===== src/hw/rtl/ipf_queue.sv =====
`timescale 1ns / 1ps
`default_nettype none
// ----------------------------------------------------------------------------
// ipf_queue
// Two-entry queue decoupling the front end from the back end.
// ----------------------------------------------------------------------------
module ipf_queue #(
    parameter int WIDTH = 32
) (
    input  wire logic             clk,
    input  wire logic             rst_n,
    input  wire logic             push,
    input  wire logic [WIDTH-1:0] push_data,
    output logic                  full,
    input  wire logic             pop,
    output logic                  not_empty,
    output logic [WIDTH-1:0]      head
);

    logic [WIDTH-1:0] slot_reg [2];
    logic [1:0]       count_reg, count_next;
    logic             wr_ptr_reg, wr_ptr_next;
    logic             rd_ptr_reg, rd_ptr_next;

    assign full      = (count_reg == 2'd2);
    assign not_empty = (count_reg != 2'd0);
    assign head      = slot_reg[rd_ptr_reg];

    always_comb
    begin
        wr_ptr_next = push ? ~wr_ptr_reg : wr_ptr_reg;
        rd_ptr_next = pop ? ~rd_ptr_reg : rd_ptr_reg;
        count_next  = count_reg + 2'(push) - 2'(pop);
    end

    always_ff @(posedge clk or negedge rst_n)
    begin
        if (!rst_n)
        begin
            count_reg  <= 2'd0;
            wr_ptr_reg <= 1'b0;
            rd_ptr_reg <= 1'b0;
        end
        else
        begin
            count_reg  <= count_next;
            wr_ptr_reg <= wr_ptr_next;
            rd_ptr_reg <= rd_ptr_next;
        end
    end

    always_ff @(posedge clk)
    begin
        if (push)
        begin
            slot_reg[wr_ptr_reg] <= push_data;
        end
    end

endmodule
`default_nettype wire


===== config.mk =====
export PLATFORM = sky130hd
export DESIGN_NAME = ipf_queue
export DESIGN_NICKNAME = d
export VERILOG_FILES = /design/src/hw/rtl/ipf_queue.sv
export SDC_FILE = /design/constraint.sdc
export NUM_CORES = 1
export LEC_CHECK = 0
export BUFFER_PORTS_ARGS = -buffer_cell sky130_fd_sc_hd__buf_2
export CORE_MARGIN = 10
export CORE_UTILIZATION = 52
export CTS_CLUSTER_DIAMETER = 200
export DETAILED_ROUTE_END_ITERATION = 6
export GPL_TIMING_DRIVEN = 0
export PLACE_DENSITY = 0.88
export SYNTH_ARGS = -nofsm -noshare
export SYNTH_HDL_FRONTEND = slang
export SYNTH_SLANG_ARGS = --single-unit

===== constraint.sdc =====
create_clock -name clk -period 2.7 [get_ports clk]
set_input_delay 0.54 -clock clk [delete_from_list [all_inputs] [get_ports clk]]
set_output_delay 0.54 -clock clk [all_outputs]
set_load 0.01 [all_outputs]

; After elaboration in Yosys (flattened, before gate mapping)
; Memories as Yosys holds them, arrays and structs flattened.
; Index checks and enable logic that the tools add are counted.
; Widths: inputs -> output; s select.
[classes]
reduce_logical = 1
addsub = 2
eq_ne = 1
muxes = 2
bitwise_logic = 2
[ops]
columns = op, count
row1 = $add 2x1->2, 1
row2 = $eq 2x2->1 const B, 1
row3 = $mux 1, 2
row4 = $not 1->1, 2
row5 = $reduce_bool 2->1, 1
row6 = $sub 2x1->2, 1
[totals]
out_inout_bits = 34
memories = 1
ram_bits = 64
register_bits = 4
[mem_list]
columns = name, words, width, rd, rd_clocked_by_memory_dff, write_ports, line
row1 = slot_reg, 2, 32, 1, 0, 1, 20  ; logic [WIDTH-1:0] slot_reg [2];

; Logic depth before layout (Yosys ltp)
[logic_depth]
depth_word = 2
ltp_mapped = 5
ltp_nobuf = 5

; Least setup slack after synthesis
; OpenSTA, ideal clock, no wires.
[synth_timing]
kind = input to register
start = input port push
end = memory slot_reg[0][0], enable pin
path_stages = 1
arrival_ns = 1.988
path_slack_ns = 0.288
path_buffers = 0
required_ns = 2.275
path_cell_list = nor2b_1
[synth_via]
elab_chain_len = 2
[synth_rtl]
columns = element, line
row1 = "start, declared", 12  ; input wire logic push,
row2 = $mux 1, 54  ; if (push)
row3 = $mux 1 (not written as such), 56  ; slot_reg[wr_ptr_reg] <= push_data;
row4 = "end, declared", 20
; Every way passes these cells.

; Final worst setup path
[layout_timing]
start = register rd_ptr_reg
end = output port head[18]
[layout_via]
elab_chain_len = 1
[layout_rtl]
columns = element, line
row1 = "start, declared", 23  ; logic rd_ptr_reg, rd_ptr_next;
row2 = "start signal, assigned", 48  ; rd_ptr_reg <= rd_ptr_next;
row3 = $mem_v2 2x32, n/a
row4 = "end, declared", 17  ; output logic [WIDTH-1:0] head
; Every way passes these cells.

==> impl_results.md <==
* Final setup viols at 0
* Min-Delay Path Class: primary input to flop
* Crit. End Element: output port
* Arr. time, crit path at 1450 ps
* Area Overhead vs Synth at 23.7%
* Place WS at 823 ps
* Largest stage delay, worst path at 380 ps
* Syn_area_per_cell at approximately 23 um^2
* IO Pins at 70
* DR vias at 1,312
* CP cell instances: buf_6 -> buf_12 -> mux2_4 -> buf_2
* Gr usage total at 0.116
* Area leader, netlist: edfxtp_1
* Clock latency on the worst-skew pair at 330 ps
* Largest net degree at the start of global routing at 33
* Synth Register Bits at 68
* Grt ovf at 0
* Yosys top cell area share at 0.722
* Post-cts sizing count at 0
* First-pass GRT wire length at 7430 um
* Commonest non-fill, non-tap cell in the layout: buf_2
* Routed Antenna Nets at 0
* Crit Path Max Fanout at 10
* Largest register FFs at 64
* Crit-path slowest cell: dfrtp_1
* Synth Instances at 115
* Worst ir drop on vdd at 0.708 mV
* Root Driver: clkbuf_8
* Final Worst Setup Slack at 713 ps
* CTS HTree Levels at 3
* DR WL/cell at 17.7 um
* Post-route cell area at about 3300 um^2
* Delay-heaviest family, CP: buffers and inverters
* Total negative slack at 0 ps
* Non-Filler Instances at ~270
* Initial antenna violation count at 0
* Leak at 1.36 nW
* Actual slew at the worst max-slew pin at 939 ps
* Worst slew margin at 0.373
* Deepest clock path buffer count at 2
* DRC at 0
* Synth unique cells at 13
* CP Launch Type: flop
* DR vias/cell at 4.90
* Initial Util at 0.549
* Final hold vios at 0
* Rows at 25
* Post-DP Area at 3100 um^2
* CTS clk-pin slew, worst paths at 70 ps
* CP Data Required Time at 2160 ps
* Minimum clock period at 1990 ps
* Final hold slack at between 300 and 400 ps
* TritonCTS Buffers at 9
* CTS tree: yes
* Initial DRC Count at 52
* Postcts setup bufs at 0
* Chip width at 91.5 um
* Core Region at 4850 um^2
* PD cells at 1040 nW/um^2
* Most frequent cells in the layout: buf_2, edfxtp_1, mux2_4
* Slew Viols, Final at 0
* Synth top area cells: edfxtp_1, mux2_4, dfrtp_1, buf_12, mux2_2
* DIE AREA at 8380 um^2
* Final core occ at 0.679
* Ys Warns at 0
* Status: complete, no violations
* Total power draw at between 3 and 4 mW
* Setup CP Type: flop to output port
* RSZ-0062 raised after global routing: false
* Max Fclk at 0.503 GHz
* Post-Syn Nets at 153
* Sequential fraction of the synthesis area at 0.760
* Mapped cell area at roughly 2700 um^2
* Vias in the first global route at between 1,000 and 1,500
* First drt pass iteration count at 4
* Layout cells sized above 1 at 0.602
* # diodes at 0
* Routed wire length at between 4000 and 5000 um
* Placed Instances at 251
* # port buffers at 69
* Buf/Inv on CP at 3
* Clock Skews at 3.84 ps
* Maxcap violations at 0
* Clock sinks at 68
* Final GP Congestion at 0.665
* Tcrit/Tclk final at 0.736
* Hold_buf cts at 1
* Die Height at 91.5 um
* Final #Nets at 234
* HPWL after DPL at 3380 um
## area by class of cell
cell class | count | area [um^2]
buffer | 4 | 71.3
clock buffer | 10 | 128
sequential | 68 | 2020
tap | 67 | 83.8
clock inverter | 6 | 55.1
fill | 345 | 1560
inverter | 2 | 7.51
multi-input combinational | 41 | 569
timing repair buffer | 70 | 355
## report_power, final
| group | switching, mW | total [mW] | internal [mW] |
|---|---|---|---|
| clock network | 0.352 | 0.769 | 0.417 |
| logic | 0.546 | 1.19 | 0.645 |
| registers | 0.0695 | 1.48 | 1.41 |
## cell usage after synthesis, drive strengths merged
master,instances
or2,1
edfxtp,64
mux2,32
xor3,1
nor2b,2
buf,4
inv,2
dfrtp,4
xor2,2
and2,1
ha,2
## layer usage
layer  GRT usage  vias to the layer above  wire, um
met3      0.0626                        9       483
met1       0.137                      629      2010
met4      0.0640                        0        84
met5           0                        -         0
li1            -                      607         -
met2       0.164                       67      2180
## logic make-up after synthesis
| kind of cell | count (synthesis) | share of synthesized area |
|---|---|---|
| adders and majority gates | 2 | 0.00940 |
| xor gates and xnor gates | 3 | 0.0155 |
| muxes | 32 | 0.176 |
| DFF | 68 | 0.760 |
| and+or+nand+nor | 4 | 0.00941 |
| buffers and inverters | 6 | 0.0296 |
## worst paths after layout
check                                   to          from  slack (ps)  cells after the start
setup / recovery                  head[18]    rd_ptr_reg         710                      4
hold / removal              slot_reg[0][2]  push_data[2]         390                      1
setup reg to reg           slot_reg[0][24]    wr_ptr_reg        1140                      1
hold reg to reg                 wr_ptr_reg    wr_ptr_reg         540                      1
max in group asynchronous       wr_ptr_reg         rst_n        2030                      2
min in group asynchronous     count_reg[0]         rst_n         540                      2
Note: power is estimated with default switching activity, not from simulation.
