## src/hw/rtl/ipf_pkg.sv

```systemverilog
`timescale 1ns / 1ps
`default_nettype none
// ----------------------------------------------------------------------------
// ipf_pkg
// Shared types and constants of the image post filter.
// ----------------------------------------------------------------------------
package ipf_pkg;

    localparam int FW_BITS = 12;
    localparam int FH_BITS = 13;
    localparam int CMP_W   = 14;
    localparam int PX_W    = 24;

    localparam logic [1:0] EMIT_NONE   = 2'd0;
    localparam logic [1:0] EMIT_DIRECT = 2'd1;
    localparam logic [1:0] EMIT_SMOOTH = 2'd2;

    localparam logic [1:0] REG_WIDTH  = 2'd0;
    localparam logic [1:0] REG_HEIGHT = 2'd1;
    localparam logic [1:0] REG_AA     = 2'd2;
    localparam logic [1:0] REG_SEPIA  = 2'd3;

    localparam logic [8:0] SEPIA_R_OFS = 9'd112;
    localparam logic [8:0] SEPIA_G_OFS = 9'd66;
    localparam logic [8:0] SEPIA_B_OFS = 9'd20;

    localparam logic [3:0] CENTRE_WT = 4'd5;

    // Control word passed from the front end to the back end with each request.
    typedef struct packed {
        logic       is_pixel;
        logic       sepia;
        logic [1:0] emit;
        logic       frame_end;
        logic [7:0] nb_mask;
        logic [3:0] weight;
    } ipf_ctrl_t;

endpackage
`default_nettype wire

```

## src/hw/rtl/ipf_front.sv

```systemverilog
`timescale 1ns / 1ps
`default_nettype none
// ----------------------------------------------------------------------------
// ipf_front
// Accepts requests, tracks input and output positions and classifies work.
// ----------------------------------------------------------------------------
module ipf_front
    import ipf_pkg::*;
#(
    parameter int MAX_WIDTH  = 2048,
    parameter int MAX_HEIGHT = 4096
) (
    input  wire logic                          clk,
    input  wire logic                          rst_n,
    input  wire logic [FW_BITS-1:0]            frame_width,
    input  wire logic [FH_BITS-1:0]            frame_height,
    input  wire logic                          aa_enable,
    input  wire logic                          sepia_enable,
    input  wire logic                          in_valid,
    output logic                               in_stall,
    input  wire logic                          action,
    input  wire logic [7:0]                    red_in,
    input  wire logic [7:0]                    green_in,
    input  wire logic [7:0]                    blue_in,
    input  wire logic                          cmd_full,
    output logic                               cmd_push,
    output ipf_ctrl_t                          cmd_ctrl,
    output logic [$clog2(MAX_WIDTH)-1:0]       cmd_addr,
    output logic [PX_W-1:0]                    cmd_px,
    output logic [$clog2(MAX_WIDTH)-1:0]       cmd_col,
    output logic [$clog2(MAX_HEIGHT)-1:0]      cmd_row
);

    localparam int COL_W = $clog2(MAX_WIDTH);
    localparam int ROW_W = $clog2(MAX_HEIGHT);
    localparam int CWE   = COL_W + 1;
    localparam int RWE   = ROW_W + 1;
    localparam int PW    = COL_W + 2;

    logic [COL_W-1:0] in_col_reg, in_col_next, out_col_reg, out_col_next;
    logic [ROW_W-1:0] in_row_reg, in_row_next, out_row_reg, out_row_next;
    logic [PW-1:0]    pending_reg, pending_next;

    logic [CWE-1:0] eff_w, in_col_inc, out_col_inc, oc_x;
    logic [RWE-1:0] eff_h, in_row_inc, out_row_inc, or_x;
    logic [COL_W-1:0] in_col_adv, out_col_adv, drain_addr;
    logic [ROW_W-1:0] in_row_adv, out_row_adv;
    logic [PW-1:0]    w_plus1;
    logic [2:0]       row_ok, col_ok;
    logic [7:0]       nb_mask;
    logic [3:0]       weight;
    logic             fe_in, fe_out, go, push_c, drain_ok;

    assign in_stall = cmd_full;
    assign go       = in_valid && !cmd_full;
    assign cmd_push = go && push_c;

    // Effective frame size after clamping.
    always_comb
    begin
        if (frame_width == '0)
        begin
            eff_w = CWE'(1);
        end
        else if (CMP_W'(frame_width) > CMP_W'(MAX_WIDTH))
        begin
            eff_w = CWE'(MAX_WIDTH);
        end
        else
        begin
            eff_w = CWE'(frame_width);
        end
        if (frame_height == '0)
        begin
            eff_h = RWE'(1);
        end
        else if (CMP_W'(frame_height) > CMP_W'(MAX_HEIGHT))
        begin
            eff_h = RWE'(MAX_HEIGHT);
        end
        else
        begin
            eff_h = RWE'(frame_height);
        end
    end

    // Raster advance of both positions.
    always_comb
    begin
        in_col_inc  = {1'b0, in_col_reg} + CWE'(1);
        in_row_inc  = {1'b0, in_row_reg} + RWE'(1);
        out_col_inc = {1'b0, out_col_reg} + CWE'(1);
        out_row_inc = {1'b0, out_row_reg} + RWE'(1);
        oc_x        = {1'b0, out_col_reg};
        or_x        = {1'b0, out_row_reg};

        in_col_adv = in_col_inc[COL_W-1:0];
        in_row_adv = in_row_reg;
        if (in_col_inc >= eff_w)
        begin
            in_col_adv = '0;
            in_row_adv = (in_row_inc >= eff_h) ? '0 : in_row_inc[ROW_W-1:0];
        end
        out_col_adv = out_col_inc[COL_W-1:0];
        out_row_adv = out_row_reg;
        if (out_col_inc >= eff_w)
        begin
            out_col_adv = '0;
            out_row_adv = (out_row_inc >= eff_h) ? '0 : out_row_inc[ROW_W-1:0];
        end
        drain_addr = (out_col_inc >= eff_w) ? '0 : out_col_inc[COL_W-1:0];

        fe_in  = (in_col_inc == eff_w) && (in_row_inc == eff_h);
        fe_out = (out_col_inc == eff_w) && (out_row_inc == eff_h);
        w_plus1 = PW'(eff_w) + PW'(1);
    end

    // Neighbours of the output position that lie inside the frame.
    always_comb
    begin
        row_ok[0] = (out_row_reg != '0) && (or_x <= eff_h);
        row_ok[1] = (or_x < eff_h);
        row_ok[2] = (out_row_inc < eff_h);
        col_ok[0] = (out_col_reg != '0) && (oc_x <= eff_w);
        col_ok[1] = (oc_x < eff_w);
        col_ok[2] = (out_col_inc < eff_w);
        weight    = CENTRE_WT;
        for (int k = 0; k < 9; k++)
        begin
            if (k < 4)
            begin
                nb_mask[k] = row_ok[k / 3] && col_ok[k % 3];
            end
            else if (k > 4)
            begin
                nb_mask[k - 1] = row_ok[k / 3] && col_ok[k % 3];
            end
        end
        for (int k = 0; k < 8; k++)
        begin
            weight = weight + 4'(nb_mask[k]);
        end
    end

    // Classification of the request.
    always_comb
    begin
        drain_ok = aa_enable && (pending_reg != '0) &&
                   (in_col_reg == '0) && (in_row_reg == '0);
        push_c             = 1'b0;
        cmd_ctrl.is_pixel  = !action;
        cmd_ctrl.sepia     = sepia_enable;
        cmd_ctrl.emit      = EMIT_NONE;
        cmd_ctrl.frame_end = fe_out;
        cmd_ctrl.nb_mask   = nb_mask;
        cmd_ctrl.weight    = weight;
        cmd_addr           = in_col_reg;
        cmd_px             = {red_in, green_in, blue_in};
        cmd_col            = out_col_reg;
        cmd_row            = out_row_reg;
        in_col_next        = in_col_reg;
        in_row_next        = in_row_reg;
        out_col_next       = out_col_reg;
        out_row_next       = out_row_reg;
        pending_next       = pending_reg;
        if (!action)
        begin
            push_c      = 1'b1;
            in_col_next = in_col_adv;
            in_row_next = in_row_adv;
            if (aa_enable)
            begin
                if (pending_reg >= w_plus1)
                begin
                    cmd_ctrl.emit = EMIT_SMOOTH;
                    out_col_next  = out_col_adv;
                    out_row_next  = out_row_adv;
                    pending_next  = w_plus1;
                end
                else
                begin
                    pending_next = pending_reg + PW'(1);
                end
            end
            else
            begin
                cmd_ctrl.emit      = EMIT_DIRECT;
                cmd_ctrl.frame_end = fe_in;
                cmd_col            = in_col_reg;
                cmd_row            = in_row_reg;
                out_col_next       = in_col_adv;
                out_row_next       = in_row_adv;
                pending_next       = '0;
            end
        end
        else if (drain_ok)
        begin
            push_c        = 1'b1;
            cmd_ctrl.emit = EMIT_SMOOTH;
            cmd_addr      = drain_addr;
            cmd_px        = '0;
            out_col_next  = out_col_adv;
            out_row_next  = out_row_adv;
            pending_next  = pending_reg - PW'(1);
        end
    end

    always_ff @(posedge clk or negedge rst_n)
    begin
        if (!rst_n)
        begin
            in_col_reg  <= '0;
            in_row_reg  <= '0;
            out_col_reg <= '0;
            out_row_reg <= '0;
            pending_reg <= '0;
        end
        else if (go)
        begin
            in_col_reg  <= in_col_next;
            in_row_reg  <= in_row_next;
            out_col_reg <= out_col_next;
            out_row_reg <= out_row_next;
            pending_reg <= pending_next;
        end
    end

endmodule
`default_nettype wire

```

## config.mk

```make
export PLATFORM = sky130hd
export DESIGN_NAME = ipf_front
export DESIGN_NICKNAME = d
export VERILOG_FILES = /design/src/hw/rtl/ipf_pkg.sv /design/src/hw/rtl/ipf_front.sv
export SDC_FILE = /design/constraint.sdc
export NUM_CORES = 1
export LEC_CHECK = 0
export ABC_CLOCK_PERIOD_IN_PS = 7000
export BUFFER_PORTS_ARGS = -buffer_cell sky130_fd_sc_hd__buf_2
export CORE_MARGIN = 2
export CORE_UTILIZATION = 55
export CTS_BUF_LIST = sky130_fd_sc_hd__clkbuf_4 sky130_fd_sc_hd__clkbuf_8 sky130_fd_sc_hd__clkbuf_16
export CTS_CLUSTER_SIZE = 8
export DETAILED_ROUTE_END_ITERATION = 16
export PLACE_DENSITY = 0.82
export SLEW_MARGIN = 20
export SYNTH_ARGS = -nofsm -noshare
export SYNTH_HDL_FRONTEND = slang
export SYNTH_SLANG_ARGS = --single-unit
```

## constraint.sdc

```tcl
create_clock -name clk -period 7 [get_ports clk]
set_clock_uncertainty 0.05 [all_clocks]
set_input_delay 1.05 -clock clk [delete_from_list [all_inputs] [get_ports clk]]
set_output_delay 1.05 -clock clk [all_outputs]
set_load 0.02 [all_outputs]
```

Word-level counts from Yosys, hierarchy flattened
Index checks and enable logic that the tools add are counted.
{ "classes": {"eq_ne": 6, "n_lt_le_gt_ge": 13, "n_mul": 0, "n_bitwise": 1, "mux": 38, "n_shift": 0, "n_addsub": 15, "div_mod_pow": 0, "reduce_logical": 29} }
{ "op_table": {"columns": ["cell", "count"], "rows": [
  ["$mux W12", 12],
  ["$mux W11", 10],
  ["$mux W13", 6],
  ["$mux W24", 2],
  ["$add A12 B1 Y13 const B", 3],
  ["$ge A13 B13 Y1", 3],
  ["$add A4 B1 Y4", 7],
  ["$eq A13 B13 Y1", 2],
  ["$add A11 B1 Y12 const B", 2],
  ["$eq A12 B12 Y1", 2],
  ["$ge A12 B12 Y1", 2],
  ["$logic_not A12 Y1", 2],
  ["$logic_and A1 B1 Y1", 17],
  ["$add A13 B1 Y13 const B", 1],
  ["$gt A13 B13 Y1 const B", 1],
  ["$le A12 B13 Y1", 1],
  ["$logic_not A13 Y1", 1],
  ["$lt A12 B13 Y1", 1],
  ["$lt A13 B13 Y1", 1],
  ["$reduce_bool A13 Y1", 1],
  ["$sub A13 B1 Y13 const B", 1],
  ["$gt A12 B12 Y1 const B", 1],
  ["$le A11 B12 Y1", 1],
  ["$lt A11 B12 Y1", 1],
  ["other kinds (13)", 21]
]} }
{ "totals": {"elab_cells": 107, "rom_bits": 0, "ram_bits": 0, "memories": 0, "inputBits": 56, "latch_bits": 0, "out_inout_bits": 77, "ff_bits": 59} }

Logic depth before layout (Yosys ltp)
Gate-level depths: netlist of the first run.
{ "depth": {"ltp_word": 14, "depth_mapped": 20, "ltp_nobuf": 19} }

Least setup slack after synthesis of the first run
OpenSTA, ideal clock, no wires.
{ "synth_path": {"path_kind": "input to output", "startpoint": "in frame_width[11]", "endpoint": "out cmd_ctrl[2] (netlist name)", "arrival_time_ps": 5727, "slack_ps": 173, "t_required_ps": 5900, "cell_stages": 19, "cell_sequence": "inv_1 -> buf_1 -> nand2_1 -> ha_1 -> nor2b_1 -> o21a_1 -> o21ai_0 -> nand2b_1 -> a221oi_1 -> o31ai_1 -> or3_1 -> ha_1 -> fa_1 -> inv_1 -> fa_1 -> inv_1 -> fa_1 -> fa_1 -> xor2_1"} }
{ "synth_lines": {"columns": ["item", "line", "text"], "rows": [
  ["start, declared", "ipf_front.sv:15", "input wire logic [FW_BITS-1:0] frame_width,"],
  ["end, declared", "ipf_front.sv:27", "output ipf_ctrl_t cmd_ctrl,"]
]} }

==> impl_metrics.yaml, run 1 <==
cells_and_area:
  largest_reg_flops: 13
  finish.utilization_pct: 64.9
  diodes: 0
  nNetsFinal: 1268
  final_common_cell: "nand2_1"
  drive_gt1_share_pct: 17.1
  design_area_um2: 8630
  area.growth.synth_to_final_pct: 14.8
  final_cell_mix: "144 x nand2_1, 130 x buf_2, 100 x ha_1, 77 x o21ai_0, 59 x dfrtp_1"
logic_synthesis:
  yosysWarningCount: 0
  ys.flop_type: "dfrtp_1"
  synth-seq-area-share_pct: 19.6
  synth_top_cell_by_area: "dfrtp_1"
  synth-async-reset-ratio_pct: 100
  postSynthAreaPerCell_um2: 7.48
  synthTopCellsByArea: "dfrtp_1 20%, ha_1 17%, nand2_1 7.2%"
  syn_area_um2: 7520
  synth_cell_types: 74
  syn-instance-count: 1005
  synth_top_area_share_pct: 19.6
  synth_edf_count: 0
  ys_ff_latch: 59
  syn_nets: 1166
timing:
  drv_slew: 0
  holdWs_ps: 549
  finalSetupViolCount: 0
  final.min_clock_period_ps: 6770
  worst_pin_slew_ps: 931
  timing.fmax_mhz: 148
  min_period_over_period_pct: 96.7
  relSlewSlack_pct: 37.9
  hold_violations: 0
  setup-tns-final_ps: 0
die:
  die_w_um: 121
  num_rows: 42
  start_util_pct: 56.5
  io_pins: 133
  die_height_um: 121
  dieArea_um2: 14600
  core_area_um2: 13300
global_routing:
  gr-total-overflow: 0
  grt_pass1_vias: 7568
  grt_util_all_layers_pct: 33.1
  grt_pass1_wl_mm: 38.6
  grt_antenna_before_repair: 0
  grt_max_degree: 60
worst_setup_path:
  crit-reg2reg-launch: "in_col_reg[2]$_DFFE_PN0P_"
  crit_top_cell: "fa_1"
  crit_required_ps: 5900
  worstPathCellList: "ha_1, nand3_1, nor2_2, nand4_1, xnor2_2, ha_1, and4_1, a221o_1, or3_1, ha_1, fa_1, inv_1, fa_1, inv_1, fa_1, fa_1, xor2_1, buf_2"
  startpoint_type: "register"
  worstSetupStartpoint: "out_col_reg[0]$_DFFE_PN0P_"
  max_stage_delay_ps: 490
  cp_max_fo: 7
  cp.depth: 18
  path_buf_inv: 3
  rr_worst_depth: 13
  endpoint_kind: "output port"
  critPathKind: "register to output port"
  timing.rr.end: "out_col_reg[4]$_DFFE_PN0P_"
  cp_top_family: "adder cells"
  reg2reg_slack_ps: 2550
  cp-endpoint: "cmd_ctrl[2]"
  critPathSlowestCell: "dfrtp_1"
  arrival_ps: 5670
routing:
  wl_mm: 24.0
  dr_total_vias: 8197
  ant_nets: 0
  wl_per_cell_um: 18.7
  drcViolationCount: 0
  drtIter0Drc: 931
  via_per_inst: 6.37
  firstDrtPassIters: 6
pwr:
  ir_drop_mv: 0.260
  leakage_nw: 4.22
  power.density_nw_per_um2: 322
hold_path:
  hp-class: "register to register"
clock_network:
  cts_tree: "built"
  cts_root_buffer: "clkbuf_16"
  cts_buffers: 9
  cts.sinks: 59
  ctsHtreeMaxLevel: 3
  cts_buffer_depth: 2
  clk_latency_ps: 340
  cts_hold_buffers: 0
  cts.reportedPaths.clkPinSlew_ps: 50
status:
  status: "completed"
placed_design:
  place.gp.congestion: 0.943
  dp_hpwl_mm: 18.3
  placed_area_um2: 8270
  numPortBuffers: 130
job:
  drv_cap: 0
-- worst register-to-register path, cell delays in order, from the launching register on --
cell      delay (ps)
dfrtp_1          550
nand3_1          340
nor2_1           340
and3_1           210
xnor2_1          160
inv_1             70
ha_1             290
a21o_1           160
a21o_1           170
a211oi_1         290
nand3_1          660
nor2_1           700
a22oi_1          170
o21ai_0          210
-- layout make-up --
class / instances / area [µm²]
multi-input combinational: 828 / 5620
fill: 1194 / 4660
sequential: 59 / 1480
timing repair buffer: 151 / 808
clock buffer: 11 / 246
inverter: 58 / 221
tap: 176 / 220
clock inverter: 3 / 40.0
-- routing by layer --
metal,routed length [µm],share of wire (%),global-route usage (%),vias to the layer above
met4,586,2.4,11.1,0
met3,2450,10,5.55,49
met5,0,0,0,-
met1,10400,43,47.9,3787
met2,10600,44,49.9,516
li1,-,-,-,3845
-- through the flow --
step                      power [mW]  worst slack (ps)  cells
after global placement          2.24               242   1271
after floorplan                 1.78               173   1005
final                           2.78               230   1286
after CTS                       2.73               114   1285
after global routing            3.01             -13.8   1286
after detailed placement        2.28               118   1271
-- Yosys cell counts, drive strengths merged (3+ instances only) --
master     n
nand4     25
nor4b      3
o211ai     4
o2bb2ai    3
dfrtp     59
or3       12
nand3     46
o311ai     3
o221ai     9
a22o       7
a21boi     4
a21o      20
inv       58
nor2b     33
nor4      18
buf       18
nor3      28
nand2    144
a21oi     47
a221oi     8
a31oi      4
o221a      3
nor2      52
a211oi     4
o21ai     78
clkbuf    42
nand2b     7
o21a       5
ha       100
fa         5
o22ai     10
a22oi      7
and2b      3
a2111oi    4
and2       8
o31ai     15
xor2      25
a32oi      3
xnor2     32
and3      21
-- where the power goes --
part / leakage [nW] / total, mW / switching (mW) / internal (mW)
Sequential: 0.766 / 0.646 / 0.218 / 0.428
Clock: 0.145 / 0.443 / 0.159 / 0.284
Combinational: 3.30 / 1.69 / 1.03 / 0.664
Total: 4.22 / 2.78 / 1.40 / 1.38
-- cells by family (layout without fill, tap and decap cells) --
family / Yosys count / after routing / synth area share, %
compound gates: 251 / 251 / 21.9
xor+xnor: 57 / 57 / 6.64
fa+ha+maj: 105 / 105 / 18.0
buf+inv: 118 / 223 / 6.41
flops: 59 / 59 / 19.6
mux: 2 / 2 / 0.283
other cells: 1 / 1 / 0.0499
simple gates: 412 / 412 / 27.1
-- worst min path at each step --
stage / cells past startpoint / end / from / slack, ps
after floorplan: 1 / out_col_reg[7]$_DFFE_PN0P_ / out_col_reg[7]$_DFFE_PN0P_ / 470
after global placement: 2 / in_col_reg[10]$_DFFE_PN0P_ / in_col_reg[10]$_DFFE_PN0P_ / 530
after detailed placement: 1 / in_row_reg[11]$_DFFE_PN0P_ / in_row_reg[11]$_DFFE_PN0P_ / 530
after CTS: 1 / in_row_reg[11]$_DFFE_PN0P_ / in_row_reg[11]$_DFFE_PN0P_ / 540
after global routing: 1 / in_row_reg[11]$_DFFE_PN0P_ / in_row_reg[11]$_DFFE_PN0P_ / 560
final: 1 / in_row_reg[11]$_DFFE_PN0P_ / in_row_reg[11]$_DFFE_PN0P_ / 550
-- repair_timing --
item,4_1_cts,5_1_grt
gates resized for setup,0,12
setup buffers,0,1
endpoints found under the setup margin,0,2
Note: power is estimated with default switching activity, not from simulation.
==> run 2, diff against run 1 <==
- CORE_UTILIZATION: 55 -> 45
- PLACE_DENSITY: 0.82 -> 0.69
==> run 2 against run 1 <==
- critical path depth increased by 3
- power increased by 2.2%
- wire length increased by 1.9%
- count of clock-buffer cells in the layout decreased by 1
- global-route usage decreased by 5.3 points
- utilization decreased by 12 points
- worst hold slack improved by 27 ps
- register-to-register slack improved by 30 ps
- critical path type is now input pin to output port
- largest power group unchanged
- highest routed layer is now met5
==> impl_metrics.yaml, run 2 (synthesis gave the netlist of run 1 again) <==
global_routing:
  grt_pass1_vias: 7669
  grt_antenna_before_repair: 1
  grt_util_all_layers_pct: 27.9
  gr-total-overflow: 0
  grt_max_degree: 60
  grt_pass1_wl_mm: 39.8
cells_and_area:
  final_common_cell: "nand2_1"
  diodes: 0
  final_cell_mix: "144 x nand2_1, 129 x buf_2, 100 x ha_1, 77 x o21ai_0, 59 x dfrtp_1"
  finish.utilization_pct: 53.0
  drive_gt1_share_pct: 17.3
  largest_reg_flops: 13
  nNetsFinal: 1269
  area.growth.synth_to_final_pct: 16.1
timing:
  setup-tns-final_ps: 0
  relSlewSlack_pct: 34.3
  min_period_over_period_pct: 96.1
  timing.fmax_mhz: 149
  final.min_clock_period_ps: 6730
  worst_pin_slew_ps: 978
  finalSetupViolCount: 0
  drv_slew: 0
  hold_violations: 0
clock_network:
  cts_buffer_depth: 2
  cts.reportedPaths.clkPinSlew_ps: 50
  cts_tree: "built"
  cts_buffers: 9
  clk_latency_ps: 330
  ctsHtreeMaxLevel: 3
  cts_root_buffer: "clkbuf_16"
  cts.sinks: 59
routing:
  wl_per_cell_um: 18.4
  ant_nets: 0
  via_per_inst: 6.00
  dr_total_vias: 7997
  firstDrtPassIters: 6
  wl_mm: 24.5
  drcViolationCount: 0
  drtIter0Drc: 845
worst_setup_path:
  arrival_ps: 5630
  reg2reg_slack_ps: 2580
  crit-reg2reg-launch: "in_col_reg[2]$_DFFE_PN0P_"
  rr_worst_depth: 13
  cp_max_fo: 6
  critPathKind: "input pin to output port"
  timing.rr.end: "in_row_reg[4]$_DFFE_PN0P_"
  endpoint_kind: "output port"
  startpoint_type: "input pin"
  crit_required_ps: 5900
pwr:
  power.density_nw_per_um2: 325
  ir_drop_mv: 0.596
  leakage_nw: 4.25
die:
  die_w_um: 133
  num_rows: 47
  core_area_um2: 16500
  die_height_um: 133
  start_util_pct: 45.7
  dieArea_um2: 17800
  io_pins: 133
status:
  status: "completed"
hold_path:
  worstHoldStart: "in_row_reg[11]$_DFFE_PN0P_"
  hp-class: "register to register"
  holdPathEnd: "in_row_reg[11]$_DFFE_PN0P_"
  hold_depth: 1
placed_design:
  place.gp.congestion: 0.894
  dp_hpwl_mm: 18.8
  numPortBuffers: 130
job:
  drv_cap: 0
run 2: cell count changes in the layout (fill, tap and decap cells not counted), moves of 2 or more:
cell,before,now
buf_4,21,23
clkinv_2,2,4
fa_1,5,3
fa_2,0,2
run 2: repair_timing:
action,CTS,global route
setup buffers,0,1
hold buffers,0,0
endpoints found under the setup margin,0,2
resized for setup,0,13
endpoints found under the hold margin,0,0
run 2: routing by layer:
metal / global-route usage, % / vias up / routed length [µm]
met1: 38.5 / 3731 / 10800
li1: - / 3837 / -
met3: 4.87 / 46 / 2080
met5: 0 / - / 11
met4: 9.87 / 2 / 643
met2: 43.9 / 381 / 10900
run 2: area by class of cell:
cell class	count	area, µm²
fill	1592	7740
multi-input combinational	828	5630
sequential	59	1480
timing repair buffer	152	818
tap	220	275
clock buffer	10	233
inverter	58	218
clock inverter	6	80.1
run 2: through the flow:
step	instances	hold slack, ps	cell area, µm²	setup WS [ps]	power [mW]
finish	1333	577	8730	270	2.84
global route	1333	577	8730	-6.31	3.09
CTS	1332	566	8650	104	2.79
detailed placement	1316	550	8340	94.6	2.29
global placement	1316	545	8340	220	2.26
floorplan	1005	473	7520	173	1.78
run 2: worst max-delay path: stages:
cell      delay [ps]
buf_2            110
nor4_1           320
a31oi_1          140
nor2_1           160
ha_1             170
nor2b_1           40
o21a_1           170
o21a_1           160
o21a_1           160
o21bai_1         160
a21oi_1          170
or3_1            410
ha_1             290
fa_1             490
inv_1             50
fa_1             480
inv_1             50
fa_2             360
fa_2             520
inv_1             30
buf_2            140
run 2: worst max path at each step:
stage                     from          end  slack [ps]  depth (start not counted)
2_1_floorplan  frame_width[11]  cmd_ctrl[2]         170                         19
3_3_place_gp    frame_width[1]  cmd_ctrl[2]         220                         21
3_5_place_dp    frame_width[1]  cmd_ctrl[2]          90                         21
4_1_cts         frame_width[1]  cmd_ctrl[2]         100                         21
5_1_grt         frame_width[8]  cmd_ctrl[1]          -6                         21
6_report       frame_height[5]  cmd_ctrl[1]         270                         21
run 2: report_power, final:
| group | switching [mW] | internal (mW) | total (mW) |
|---|---|---|---|
| registers | 0.217 | 0.428 | 0.645 |
| logic | 1.04 | 0.683 | 1.72 |
| clock network | 0.164 | 0.313 | 0.477 |
| total | 1.42 | 1.42 | 2.84 |
